===== config.mk =====
export PLATFORM = sky130hd
export DESIGN_NAME = record_key_select_filter_flat
export DESIGN_NICKNAME = d
export VERILOG_FILES = /design/src/design/rksf_pkg.sv /design/src/design/rksf_if.sv /design/src/design/rksf_out_fifo.sv /design/src/design/record_key_select_filter.sv /design/src/flat_wrapper.sv
export SDC_FILE = /design/constraint.sdc
export NUM_CORES = 1
export LEC_CHECK = 0
export BUFFER_PORTS_ARGS = -buffer_cell sky130_fd_sc_hd__buf_2
export CAP_MARGIN = 20
export CORE_MARGIN = 10
export CORE_UTILIZATION = 55
export CTS_BUF_LIST = sky130_fd_sc_hd__clkbuf_8 sky130_fd_sc_hd__clkbuf_16
export DETAILED_ROUTE_END_ITERATION = 6
export GPL_TIMING_DRIVEN = 0
export PLACE_DENSITY = 0.74
export SYNTH_ARGS = -nofsm -noshare
export SYNTH_HDL_FRONTEND = slang
export SYNTH_HIERARCHICAL = 1
export SYNTH_SLANG_ARGS = --single-unit

===== constraint.sdc =====
create_clock -name clk -period 7 [get_ports clk]
set_input_delay 0.7 -clock clk [delete_from_list [all_inputs] [get_ports clk]]
set_output_delay 0.7 -clock clk [all_outputs]
set_load 0.02 [all_outputs]

===== src/design/rksf_pkg.sv =====
// ----------------------------------------------------------------------------
// rksf_pkg
// Types and constants shared by the record key select filter files.
// ----------------------------------------------------------------------------
`timescale 1ns / 1ps

package rksf_pkg;

	localparam int DATA_W       = 8;
	localparam int CFG_DATA_W   = 64;
	localparam int CFG_IDX_W    = 3;
	localparam int REC_LEN_W    = 7;
	localparam int FLD_START_W  = 6;
	localparam int FLD_LEN_W    = 4;
	localparam int KEY_W        = 64;
	localparam int KEY_LEN_W    = 4;

	localparam logic [DATA_W-1:0] NEWLINE_BYTE = 8'h0A;

	typedef enum logic [CFG_IDX_W-1:0] {
		CFG_RECORD_LENGTH = 3'd0,
		CFG_FIELD_START   = 3'd1,
		CFG_FIELD_LENGTH  = 3'd2,
		CFG_MATCH_MODE    = 3'd3,
		CFG_KEY_BYTES     = 3'd4,
		CFG_KEY_LENGTH    = 3'd5
	} cfg_idx_t;

	typedef enum logic [1:0] {
		MODE_ALL = 2'd0,
		MODE_EQ  = 2'd1,
		MODE_GE  = 2'd2,
		MODE_LE  = 2'd3
	} mode_t;

	typedef enum logic [1:0] {
		CMP_EQUAL   = 2'd0,
		CMP_LESS    = 2'd1,
		CMP_GREATER = 2'd2
	} cmp_t;

	typedef enum logic {
		ST_COLLECT = 1'b0,
		ST_REPLAY  = 1'b1
	} state_t;

	typedef struct packed {
		logic [DATA_W-1:0] data;
		logic              last;
	} beat_t;

endpackage


===== src/design/rksf_if.sv =====
// ----------------------------------------------------------------------------
// rksf_if
// Valid/ready channel interfaces for the input bytes and the selected bytes.
// ----------------------------------------------------------------------------
`timescale 1ns / 1ps

interface rksf_in_if;
	logic                        valid;
	logic                        ready;
	logic [rksf_pkg::DATA_W-1:0] data_byte;

	modport source (output valid, output data_byte, input ready);
	modport sink (input valid, input data_byte, output ready);
endinterface

interface rksf_out_if;
	logic                        valid;
	logic                        ready;
	logic [rksf_pkg::DATA_W-1:0] out_byte;
	logic                        record_end;

	modport source (output valid, output out_byte, output record_end, input ready);
	modport sink (input valid, input out_byte, input record_end, output ready);
endinterface


===== src/design/rksf_out_fifo.sv =====
// ----------------------------------------------------------------------------
// rksf_out_fifo
// Two-entry output queue that decouples the replay reads from the receiver.
// ----------------------------------------------------------------------------
`timescale 1ns / 1ps

module rksf_out_fifo (
	input  logic                clk,
	input  logic                arst_n,
	input  logic                push,
	input  rksf_pkg::beat_t     push_beat,
	input  logic                pop,
	output rksf_pkg::beat_t     head,
	output logic [1:0]          count
);
	import rksf_pkg::*;

	beat_t      ent_q [2];
	logic       wr_ptr_q;
	logic       rd_ptr_q;
	logic [1:0] cnt_q;

	always_ff @(posedge clk) begin
		if (push) begin
			ent_q[wr_ptr_q] <= push_beat;
		end
	end

	always_ff @(posedge clk or negedge arst_n) begin
		if (!arst_n) begin
			wr_ptr_q <= 1'b0;
			rd_ptr_q <= 1'b0;
			cnt_q    <= 2'd0;
		end else begin
			if (push) begin
				wr_ptr_q <= ~wr_ptr_q;
			end
			if (pop) begin
				rd_ptr_q <= ~rd_ptr_q;
			end
			cnt_q <= cnt_q + 2'(push) - 2'(pop);
		end
	end

	assign head  = ent_q[rd_ptr_q];
	assign count = cnt_q;

endmodule


===== src/design/record_key_select_filter.sv =====
// ----------------------------------------------------------------------------
// record_key_select_filter
// Cuts a byte stream into fixed-length records and passes those whose key
// field compares against the configured key as the match mode selects.
// ----------------------------------------------------------------------------
// The in_ch channel takes one raw byte per transaction; newline bytes are
// accepted and dropped. Each other byte is written into the record memory
// and folded into the running key comparison in the same cycle.
// When the last byte of a record arrives and the record passes, the block
// replays the record from memory, one read per cycle while an output queue
// slot is free, onto out_ch, with record_end set on the final byte. The first
// byte of a selected record goes through the state register, the memory read
// register and the output queue before it is shown. While a record is
// replayed, in_ch is held not ready. The replay rate is set by the single
// read port of the record memory.
// A two-entry output queue absorbs receiver stalls: reads are issued only
// while a queue slot is free, so nothing is lost when out_ch is held off.
// Configuration is written through cfg_wr_en, cfg_index and cfg_data.
// Reset clears the configuration to its defaults, the record position and
// the comparison state; the record memory is not cleared.
// ----------------------------------------------------------------------------
`timescale 1ns / 1ps

module record_key_select_filter #(
	parameter int MAX_RECORD_BYTES = 64,
	parameter int MAX_KEY_BYTES    = 8
) (
	input  logic                               clk,
	input  logic                               arst_n,
	rksf_in_if.sink                            in_ch,
	rksf_out_if.source                         out_ch,
	input  logic                               cfg_wr_en,
	input  logic [rksf_pkg::CFG_IDX_W-1:0]     cfg_index,
	input  logic [rksf_pkg::CFG_DATA_W-1:0]    cfg_data
);
	import rksf_pkg::*;

	localparam int POS_W  = $clog2(MAX_RECORD_BYTES + 1);
	localparam int ADDR_W = (MAX_RECORD_BYTES > 1) ? $clog2(MAX_RECORD_BYTES) : 1;
	localparam int KCNT_W = $clog2(MAX_KEY_BYTES + 1);
	localparam logic [REC_LEN_W-1:0] MAX_LEN = REC_LEN_W'(MAX_RECORD_BYTES);
	localparam logic [KEY_LEN_W-1:0] MAX_KEY = KEY_LEN_W'(MAX_KEY_BYTES);

	logic [REC_LEN_W-1:0]   rec_len_q;
	logic [FLD_START_W-1:0] fld_start_q;
	logic [FLD_LEN_W-1:0]   fld_len_q;
	mode_t                  mode_q;
	logic [KEY_W-1:0]       key_q;
	logic [KEY_LEN_W-1:0]   key_len_q;

	always_ff @(posedge clk or negedge arst_n) begin
		if (!arst_n) begin
			rec_len_q   <= REC_LEN_W'(64);
			fld_start_q <= '0;
			fld_len_q   <= FLD_LEN_W'(1);
			mode_q      <= MODE_ALL;
			key_q       <= '0;
			key_len_q   <= '0;
		end else if (cfg_wr_en) begin
			unique case (cfg_index)
				CFG_RECORD_LENGTH: rec_len_q   <= cfg_data[REC_LEN_W-1:0];
				CFG_FIELD_START:   fld_start_q <= cfg_data[FLD_START_W-1:0];
				CFG_FIELD_LENGTH:  fld_len_q   <= cfg_data[FLD_LEN_W-1:0];
				CFG_MATCH_MODE:    mode_q      <= mode_t'(cfg_data[1:0]);
				CFG_KEY_BYTES:     key_q       <= cfg_data[KEY_W-1:0];
				CFG_KEY_LENGTH:    key_len_q   <= cfg_data[KEY_LEN_W-1:0];
				default: begin
				end
			endcase
		end
	end

	state_t            state_q;
	state_t            state_nx;
	logic [POS_W-1:0]  pos_q;
	cmp_t              cmp_q;
	logic [KCNT_W-1:0] seen_q;
	logic [POS_W-1:0]  rp_len_q;
	logic [POS_W-1:0]  rd_cnt_q;

	logic [REC_LEN_W-1:0] len_eff;
	logic [KEY_LEN_W-1:0] flen_eff;
	logic [KEY_LEN_W-1:0] klen_eff;
	logic [7:0]           pos8;
	logic [7:0]           fs8;
	logic [7:0]           fend8;
	logic [KEY_LEN_W-1:0] seen4;
	logic [KEY_LEN_W-1:0] seen_nx4;
	logic [2:0]           key_sel;
	logic [DATA_W-1:0]    key_byte;
	logic                 in_field;
	cmp_t                 cmp_nx;
	cmp_t                 cmp_fin;
	logic [KCNT_W-1:0]    seen_nx;
	logic [POS_W-1:0]     pos_nx;
	logic                 rec_end;
	logic                 pass;
	logic                 in_accept;
	logic                 byte_take;
	logic                 start_replay;
	logic                 in_ready_c;
	logic                 rd_active;
	logic                 rd_en;
	logic                 rd_last;
	logic                 issue_ok;
	logic [2:0]           occ_after;

	assign len_eff  = (rec_len_q == '0) ? REC_LEN_W'(1) :
		((rec_len_q > MAX_LEN) ? MAX_LEN : rec_len_q);
	assign flen_eff = (fld_len_q > MAX_KEY) ? MAX_KEY : fld_len_q;
	assign klen_eff = (key_len_q > MAX_KEY) ? MAX_KEY : key_len_q;
	assign pos8     = 8'(pos_q);
	assign fs8      = 8'(fld_start_q);
	assign fend8    = fs8 + 8'(flen_eff);
	assign seen4    = KEY_LEN_W'(seen_q);
	assign key_sel  = 3'(seen_q);
	assign key_byte = key_q[{key_sel, 3'b000} +: DATA_W];
	assign in_field = (pos8 >= fs8) && (pos8 < fend8) && (seen4 < MAX_KEY);

	always_comb begin
		cmp_nx = cmp_q;
		if (in_field && (cmp_q == CMP_EQUAL)) begin
			if (seen4 < klen_eff) begin
				if (in_ch.data_byte < key_byte) begin
					cmp_nx = CMP_LESS;
				end else if (in_ch.data_byte > key_byte) begin
					cmp_nx = CMP_GREATER;
				end
			end else begin
				cmp_nx = CMP_GREATER;
			end
		end
	end

	assign seen_nx  = seen_q + KCNT_W'(in_field);
	assign seen_nx4 = KEY_LEN_W'(seen_nx);
	assign pos_nx   = pos_q + POS_W'(1);
	assign rec_end  = REC_LEN_W'(pos_nx) >= len_eff;
	assign cmp_fin  = ((cmp_nx == CMP_EQUAL) && (seen_nx4 < klen_eff)) ? CMP_LESS : cmp_nx;

	always_comb begin
		unique case (mode_q)
			MODE_ALL: pass = 1'b1;
			MODE_EQ:  pass = (cmp_fin == CMP_EQUAL);
			MODE_GE:  pass = (cmp_fin != CMP_LESS);
			MODE_LE:  pass = (cmp_fin != CMP_GREATER);
			default:  pass = 1'b0;
		endcase
	end

	assign in_accept    = in_ch.valid && in_ready_c;
	assign byte_take    = in_accept && (in_ch.data_byte != NEWLINE_BYTE);
	assign start_replay = byte_take && rec_end && pass;

	always_ff @(posedge clk or negedge arst_n) begin
		if (!arst_n) begin
			pos_q  <= '0;
			cmp_q  <= CMP_EQUAL;
			seen_q <= '0;
		end else if (byte_take) begin
			if (rec_end) begin
				pos_q  <= '0;
				cmp_q  <= CMP_EQUAL;
				seen_q <= '0;
			end else begin
				pos_q  <= pos_nx;
				cmp_q  <= cmp_nx;
				seen_q <= seen_nx;
			end
		end
	end

	always_comb begin
		state_nx = state_q;
		unique case (state_q)
			ST_COLLECT: begin
				if (start_replay) begin
					state_nx = ST_REPLAY;
				end
			end
			ST_REPLAY: begin
				if (rd_en && rd_last) begin
					state_nx = ST_COLLECT;
				end
			end
			default: state_nx = ST_COLLECT;
		endcase
	end

	always_comb begin
		in_ready_c = 1'b0;
		rd_active  = 1'b0;
		unique case (state_q)
			ST_COLLECT: in_ready_c = 1'b1;
			ST_REPLAY:  rd_active  = 1'b1;
			default: begin
			end
		endcase
	end

	always_ff @(posedge clk or negedge arst_n) begin
		if (!arst_n) begin
			state_q  <= ST_COLLECT;
			rp_len_q <= '0;
			rd_cnt_q <= '0;
		end else begin
			state_q <= state_nx;
			if (start_replay) begin
				rp_len_q <= pos_nx;
				rd_cnt_q <= '0;
			end else if (rd_en) begin
				rd_cnt_q <= rd_cnt_q + POS_W'(1);
			end
		end
	end

	// Record memory: one write port for incoming bytes, one registered read port
	// for the replay. Writes and replay reads never overlap in time.
	logic [DATA_W-1:0] rec_mem [MAX_RECORD_BYTES];
	logic [DATA_W-1:0] rd_data_s1;
	logic              rd_last_s1;
	logic              rd_valid_s1;

	always_ff @(posedge clk) begin
		if (byte_take) begin
			rec_mem[pos_q[ADDR_W-1:0]] <= in_ch.data_byte;
		end
		if (rd_en) begin
			rd_data_s1 <= rec_mem[rd_cnt_q[ADDR_W-1:0]];
			rd_last_s1 <= rd_last;
		end
	end

	always_ff @(posedge clk or negedge arst_n) begin
		if (!arst_n) begin
			rd_valid_s1 <= 1'b0;
		end else begin
			rd_valid_s1 <= rd_en;
		end
	end

	beat_t      push_beat;
	beat_t      head;
	logic [1:0] fifo_count;
	logic       pop;

	assign push_beat = '{data: rd_data_s1, last: rd_last_s1};
	assign pop       = out_ch.valid && out_ch.ready;
	assign occ_after = 3'(fifo_count) + 3'(rd_valid_s1) - 3'(pop);
	assign issue_ok  = occ_after <= 3'd1;
	assign rd_en     = rd_active && issue_ok;
	assign rd_last   = (rd_cnt_q + POS_W'(1)) == rp_len_q;

	rksf_out_fifo u_out_fifo (
		.clk       (clk),
		.arst_n    (arst_n),
		.push      (rd_valid_s1),
		.push_beat (push_beat),
		.pop       (pop),
		.head      (head),
		.count     (fifo_count)
	);

	assign in_ch.ready       = in_ready_c;
	assign out_ch.valid      = fifo_count != 2'd0;
	assign out_ch.out_byte   = head.data;
	assign out_ch.record_end = head.last;

endmodule


===== src/flat_wrapper.sv =====
// flat-port wrapper written by rule: the top's interface ports become plain ports
module record_key_select_filter_flat import rksf_pkg::*;
#(
	parameter int MAX_RECORD_BYTES = 64,
	parameter int MAX_KEY_BYTES    = 8
)
  (clk, arst_n, cfg_wr_en, cfg_index, cfg_data, in_ch_valid, in_ch_data_byte, in_ch_ready, out_ch_valid, out_ch_out_byte, out_ch_record_end, out_ch_ready);
  rksf_in_if in_ch_i ();
  rksf_out_if out_ch_i ();
  input  logic clk;
  input  logic arst_n;
  input  logic cfg_wr_en;
  input  logic [rksf_pkg::CFG_IDX_W-1:0] cfg_index;
  input  logic [rksf_pkg::CFG_DATA_W-1:0] cfg_data;
  input wire logic [$bits(in_ch_i.valid)-1:0] in_ch_valid;
  input wire logic [$bits(in_ch_i.data_byte)-1:0] in_ch_data_byte;
  output wire logic [$bits(in_ch_i.ready)-1:0] in_ch_ready;
  output wire logic [$bits(out_ch_i.valid)-1:0] out_ch_valid;
  output wire logic [$bits(out_ch_i.out_byte)-1:0] out_ch_out_byte;
  output wire logic [$bits(out_ch_i.record_end)-1:0] out_ch_record_end;
  input wire logic [$bits(out_ch_i.ready)-1:0] out_ch_ready;
  assign in_ch_i.valid = in_ch_valid;
  assign in_ch_i.data_byte = in_ch_data_byte;
  assign in_ch_ready = in_ch_i.ready;
  assign out_ch_valid = out_ch_i.valid;
  assign out_ch_out_byte = out_ch_i.out_byte;
  assign out_ch_record_end = out_ch_i.record_end;
  assign out_ch_i.ready = out_ch_ready;
  record_key_select_filter #(.MAX_RECORD_BYTES(MAX_RECORD_BYTES), .MAX_KEY_BYTES(MAX_KEY_BYTES)) u_core (.clk(clk), .arst_n(arst_n), .in_ch(in_ch_i), .out_ch(out_ch_i), .cfg_wr_en(cfg_wr_en), .cfg_index(cfg_index), .cfg_data(cfg_data));
endmodule

==> results.md <==
- The run finished with clean final reports.
- The clock insertion delay at the later pin of the skew report is 0.60 ns.
- The detailed router's first-iteration violation count is 1721.
- The effective utilization at floorplan is 0.554.
- Leaving out fill and tap cells, the most frequent cell in the layout is sky130_fd_sc_hd__edfxtp_1.
- The worst hold slack across all endpoints is 0.0411 ns.
- The number of global-route vias before repair came to 15.8k.
- The full die area is 59700 µm².
- After technology mapping, the gate count stands at 1611.
- After the last flow step, the layout net total stands at 1906.
- The die is 244 µm wide.
- The total negative slack for setup checks is 0 ns.
- The synthesized area per cell is 17.2 µm².
- Headroom to the max-slew limit came out at 0.396.
- After detailed routing, the number of remaining DRC violations is 0.
- The final setup violation count is 0.
- The overall die height is 244 µm.
- The total of warnings raised by yosys is 6.
- The post-detailed-placement half-perimeter wirelength is 41.9 mm.
- The maximum vdd drop is 206 µV.
- For the finished layout, the period the worst path requires is 5.11 ns.
- The first-pass GRT wire length is 94.9 mm.
- The kind of capture point of the worst setup path is a flip-flop.
- The hold-fix buffer count after cts is 0.
- In this run, CTS created clock tree buffers numbering 66.
- The total routing resource utilization after global routing is 0.208.
- The cell area after technology mapping is 27700 µm².
- The number of post-CTS setup repair buffers is 0.
- The initialized floorplan defines 82 standard-cell rows.
- The number of maximum-capacitance violations is 0.
- In the final layout, the share of cells above drive strength 1 is 0.231.
- The number of hold-slack violations in the final timing report is 0.
- The share of synthesized registers carrying an async set or reset is 0.182.
- The predominant post-synthesis flop cell is sky130_fd_sc_hd__edfxtp_1.
- TritonCTS built the clock tree.
- When the netlist entered floorplanning its net count stood at 1738.
- Summed over all instances, the cell type with the most area after synthesis is sky130_fd_sc_hd__edfxtp_1.
- The wire length after detailed routing is 61.5 mm.
- For this design the static power due to leakage is 10.9 nW.
- Once the clock tree was built, the resizer swapped 0 gates to a different size.
- After synthesis, the netlist uses 62 different library cells.
- The share of the cycle needed by the critical path after routing is 0.730.
- The largest buffer count on any clock path is 3.
- The worst setup path is launched from a flip-flop.
- The clock net sink count is 659.
- The worst hold path belongs to the class in -> async.
- The total iterations of the first detailed-routing run is 5.
- CTS built an H-tree with a depth of 3.
- In the layout the commonest cells are 539 x sky130_fd_sc_hd__edfxtp_1, 131 x sky130_fd_sc_hd__nor2_1, 118 x sky130_fd_sc_hd__dfrtp_1.
- Relative to the synthesized area, the layout overhead comes to 12.7%.
- The detail route stage leaves a number of antenna-violating nets equal to 0.
- The type of the setup path with the least slack is reg -> reg.
- Setup repair after global routing left no endpoint under its margin.
- CTS placed an instance of sky130_fd_sc_hd__clkbuf_16 at the clock tree root.
- The data arrival time of the worst path is 5.59 ns.
- Timing would allow up to 196 MHz.
- The detailed-route vias per instance is 6.06.
- Of the post-synthesis cell area, the dominant cell type holds 0.585.
- The max-slew violation total from the final report is 0.
- The register area share after synthesis is 0.693.
- The quantity of I/O buffers inserted on ports is 90.
- The number of antenna violations at the first check in global routing came to 1.
- Entering global routing, the biggest net connects 72 pins.
- The clock-pin slew on the worst setup and hold paths is 0.06 ns.
- In this run the critical register-to-register path is launched from u_core/fld_len_q[3].
- The core region is 50000 µm².
- The launch point of the critical path is u_core/fld_len_q[3].
- The average wire per standard cell is 24.6 µm.
- The data required time of the worst path is 7.48 ns.
- By area the synthesized netlist is led by sky130_fd_sc_hd__edfxtp_1 58%, sky130_fd_sc_hd__dfrtp_1 11%, sky130_fd_sc_hd__mux4_2 8.1%.
- The aggregate global routing overflow is 0.
- During I/O placement, the number of pins put on the boundary was 91.
- At the end of routability-driven placement, the weighted congestion stood at 0.882.
- In this run, synthesis inferred 539 flip-flops with an integrated enable.
- The register bit count reported by yosys is 659.
- The transition time at the pin with the least slew margin is 0.903 ns.
- Across the routed clock network, the largest skew measured is 0.0193 ns.
- The top fanout value on the critical path is 7.
- Across all layers, the routed design uses 15.1k vias.
- In this run the power density over the cells is 339 nW/µm².
==> cells in the mapped netlist, types with 6 or more instances <==
| master | count |
|---|---|
| sky130_fd_sc_hd__mux4_1 | 13 |
| sky130_fd_sc_hd__edfxtp_1 | 539 |
| sky130_fd_sc_hd__buf_4 | 9 |
| sky130_fd_sc_hd__nor2b_1 | 10 |
| sky130_fd_sc_hd__o21ai_0 | 48 |
| sky130_fd_sc_hd__ha_1 | 45 |
| sky130_fd_sc_hd__nand2_1 | 75 |
| sky130_fd_sc_hd__inv_1 | 25 |
| sky130_fd_sc_hd__o22ai_1 | 24 |
| sky130_fd_sc_hd__or2_2 | 6 |
| sky130_fd_sc_hd__xnor2_1 | 15 |
| sky130_fd_sc_hd__buf_2 | 18 |
| sky130_fd_sc_hd__a21oi_1 | 36 |
| sky130_fd_sc_hd__xor2_1 | 14 |
| sky130_fd_sc_hd__o221ai_1 | 24 |
| sky130_fd_sc_hd__nor2_1 | 131 |
| sky130_fd_sc_hd__mux2_2 | 82 |
| sky130_fd_sc_hd__nor3_1 | 11 |
| sky130_fd_sc_hd__dfrtp_1 | 118 |
| sky130_fd_sc_hd__mux4_2 | 99 |
| sky130_fd_sc_hd__mux2i_1 | 104 |
| sky130_fd_sc_hd__nand3_1 | 17 |
| sky130_fd_sc_hd__clkbuf_1 | 44 |
| sky130_fd_sc_hd__mux2_4 | 9 |
==> cell type report <==
cell class / count / area [µm²]
inverters: 25 / 93.8
fillers: 3523 / 18800
multi-input cells: 846 / 7990
clock buffers: 68 / 1690
diodes: 1 / 2.50
flip-flops and latches: 659 / 19200
plain buffers: 81 / 402
repair buffers: 100 / 649
well taps: 672 / 841
clock inverters: 45 / 327
==> registers in the layout, summed over array words and instances, names as in the netlist, 2 cells and up <==
| register | flops |
|---|---|
| u_core/rec_len_q | 7 |
| u_core/u_out_fifo/ent_q | 18 |
| u_core/mode_q | 2 |
| u_core/rd_cnt_q | 7 |
| u_core/fld_start_q | 6 |
| u_core/fld_len_q | 4 |
| u_core/cmp_q | 2 |
| u_core/rp_len_q | 7 |
| u_core/u_out_fifo/count | 2 |
| u_core/key_q | 64 |
| u_core/rd_data_s1 | 8 |
| u_core/key_len_q | 4 |
| u_core/pos_q | 7 |
| u_core/rec_mem | 512 |
| u_core/seen4 | 4 |
==> routing by layer <==
layer | wire, µm | vias to the layer above | global-route usage | part of all wire
li1 | - | 6674 | - | -
met1 | 24900 | 7813 | 0.273 | 0.41
met2 | 30800 | 553 | 0.344 | 0.50
met3 | 4110 | 102 | 0.0415 | 0.067
met4 | 1680 | 0 | 0.0663 | 0.027
met5 | 0 | - | 0 | 0
==> power by group <==
part | internal (mW) | leakage, nW | switching (mW)
clock | 1.90 | 1.06 | 1.43
combinational | 1.15 | 3.50 | 1.45
sequential | 4.51 | 6.32 | 0.145
==> cell families (layout without fill, tap and decap cells) <==
logic type / Yosys count / count (layout) / synth area share
simple gates: 290 / 290 / 0.0473
flops: 659 / 659 / 0.693
compound gates: 172 / 172 / 0.0406
mux: 307 / 307 / 0.169
xor+xnor: 30 / 30 / 0.0100
fa+ha+maj: 47 / 47 / 0.0218
other cells: 0 / 1 / 0
buf+inv: 106 / 319 / 0.0179
==> worst paths after layout <==
kind,to,slack (ns),cells after the start
worst max register to register,u_core/rp_len_q[4],1.89,22
worst max-delay path,u_core/rp_len_q[4],1.89,22
max in group asynchronous,u_core/u_out_fifo/count[1],6.22,2
worst min register to register,u_core/u_out_fifo/ent_q[0][7],0.45,0
min in group clk,u_core/key_q[45],0.33,2
worst min-delay path,u_core/key_q[15],0.04,1
==> worst max-delay path: stages (launching register included) <==
cell	delay [ns]
sky130_fd_sc_hd__dfrtp_1	0.42
sky130_fd_sc_hd__nor2b_1	0.22
sky130_fd_sc_hd__ha_1	0.27
sky130_fd_sc_hd__a21o_1	0.15
sky130_fd_sc_hd__a21oi_1	0.24
sky130_fd_sc_hd__nor2b_1	0.08
sky130_fd_sc_hd__o21ai_0	0.21
sky130_fd_sc_hd__xnor2_1	0.10
sky130_fd_sc_hd__ha_1	0.29
sky130_fd_sc_hd__and4_1	0.18
sky130_fd_sc_hd__o21ai_0	0.08
sky130_fd_sc_hd__o211ai_1	0.31
sky130_fd_sc_hd__or2_1	0.22
sky130_fd_sc_hd__inv_1	0.09
sky130_fd_sc_hd__ha_1	0.21
sky130_fd_sc_hd__ha_1	0.30
sky130_fd_sc_hd__ha_1	0.28
sky130_fd_sc_hd__o31a_1	0.13
sky130_fd_sc_hd__o211ai_1	0.09
sky130_fd_sc_hd__a211oi_1	0.30
sky130_fd_sc_hd__o21ai_0	0.26
sky130_fd_sc_hd__a21boi_2	0.27
sky130_fd_sc_hd__o32a_1	0.32
==> through the flow <==
step	setup WS (ns)	cell area, µm²	power, mW	utilization	cells
floorplan	2.59	27700	6.51	-	1611
global placement	2.02	29000	7.22	0.580	2373
detailed placement	1.92	29100	7.31	0.583	2381
CTS	1.91	31100	10.6	0.623	2494
global route	1.51	31200	11.0	0.624	2497
finish	1.89	31200	10.6	0.624	2497
Power figures use the tool's default switching activity.
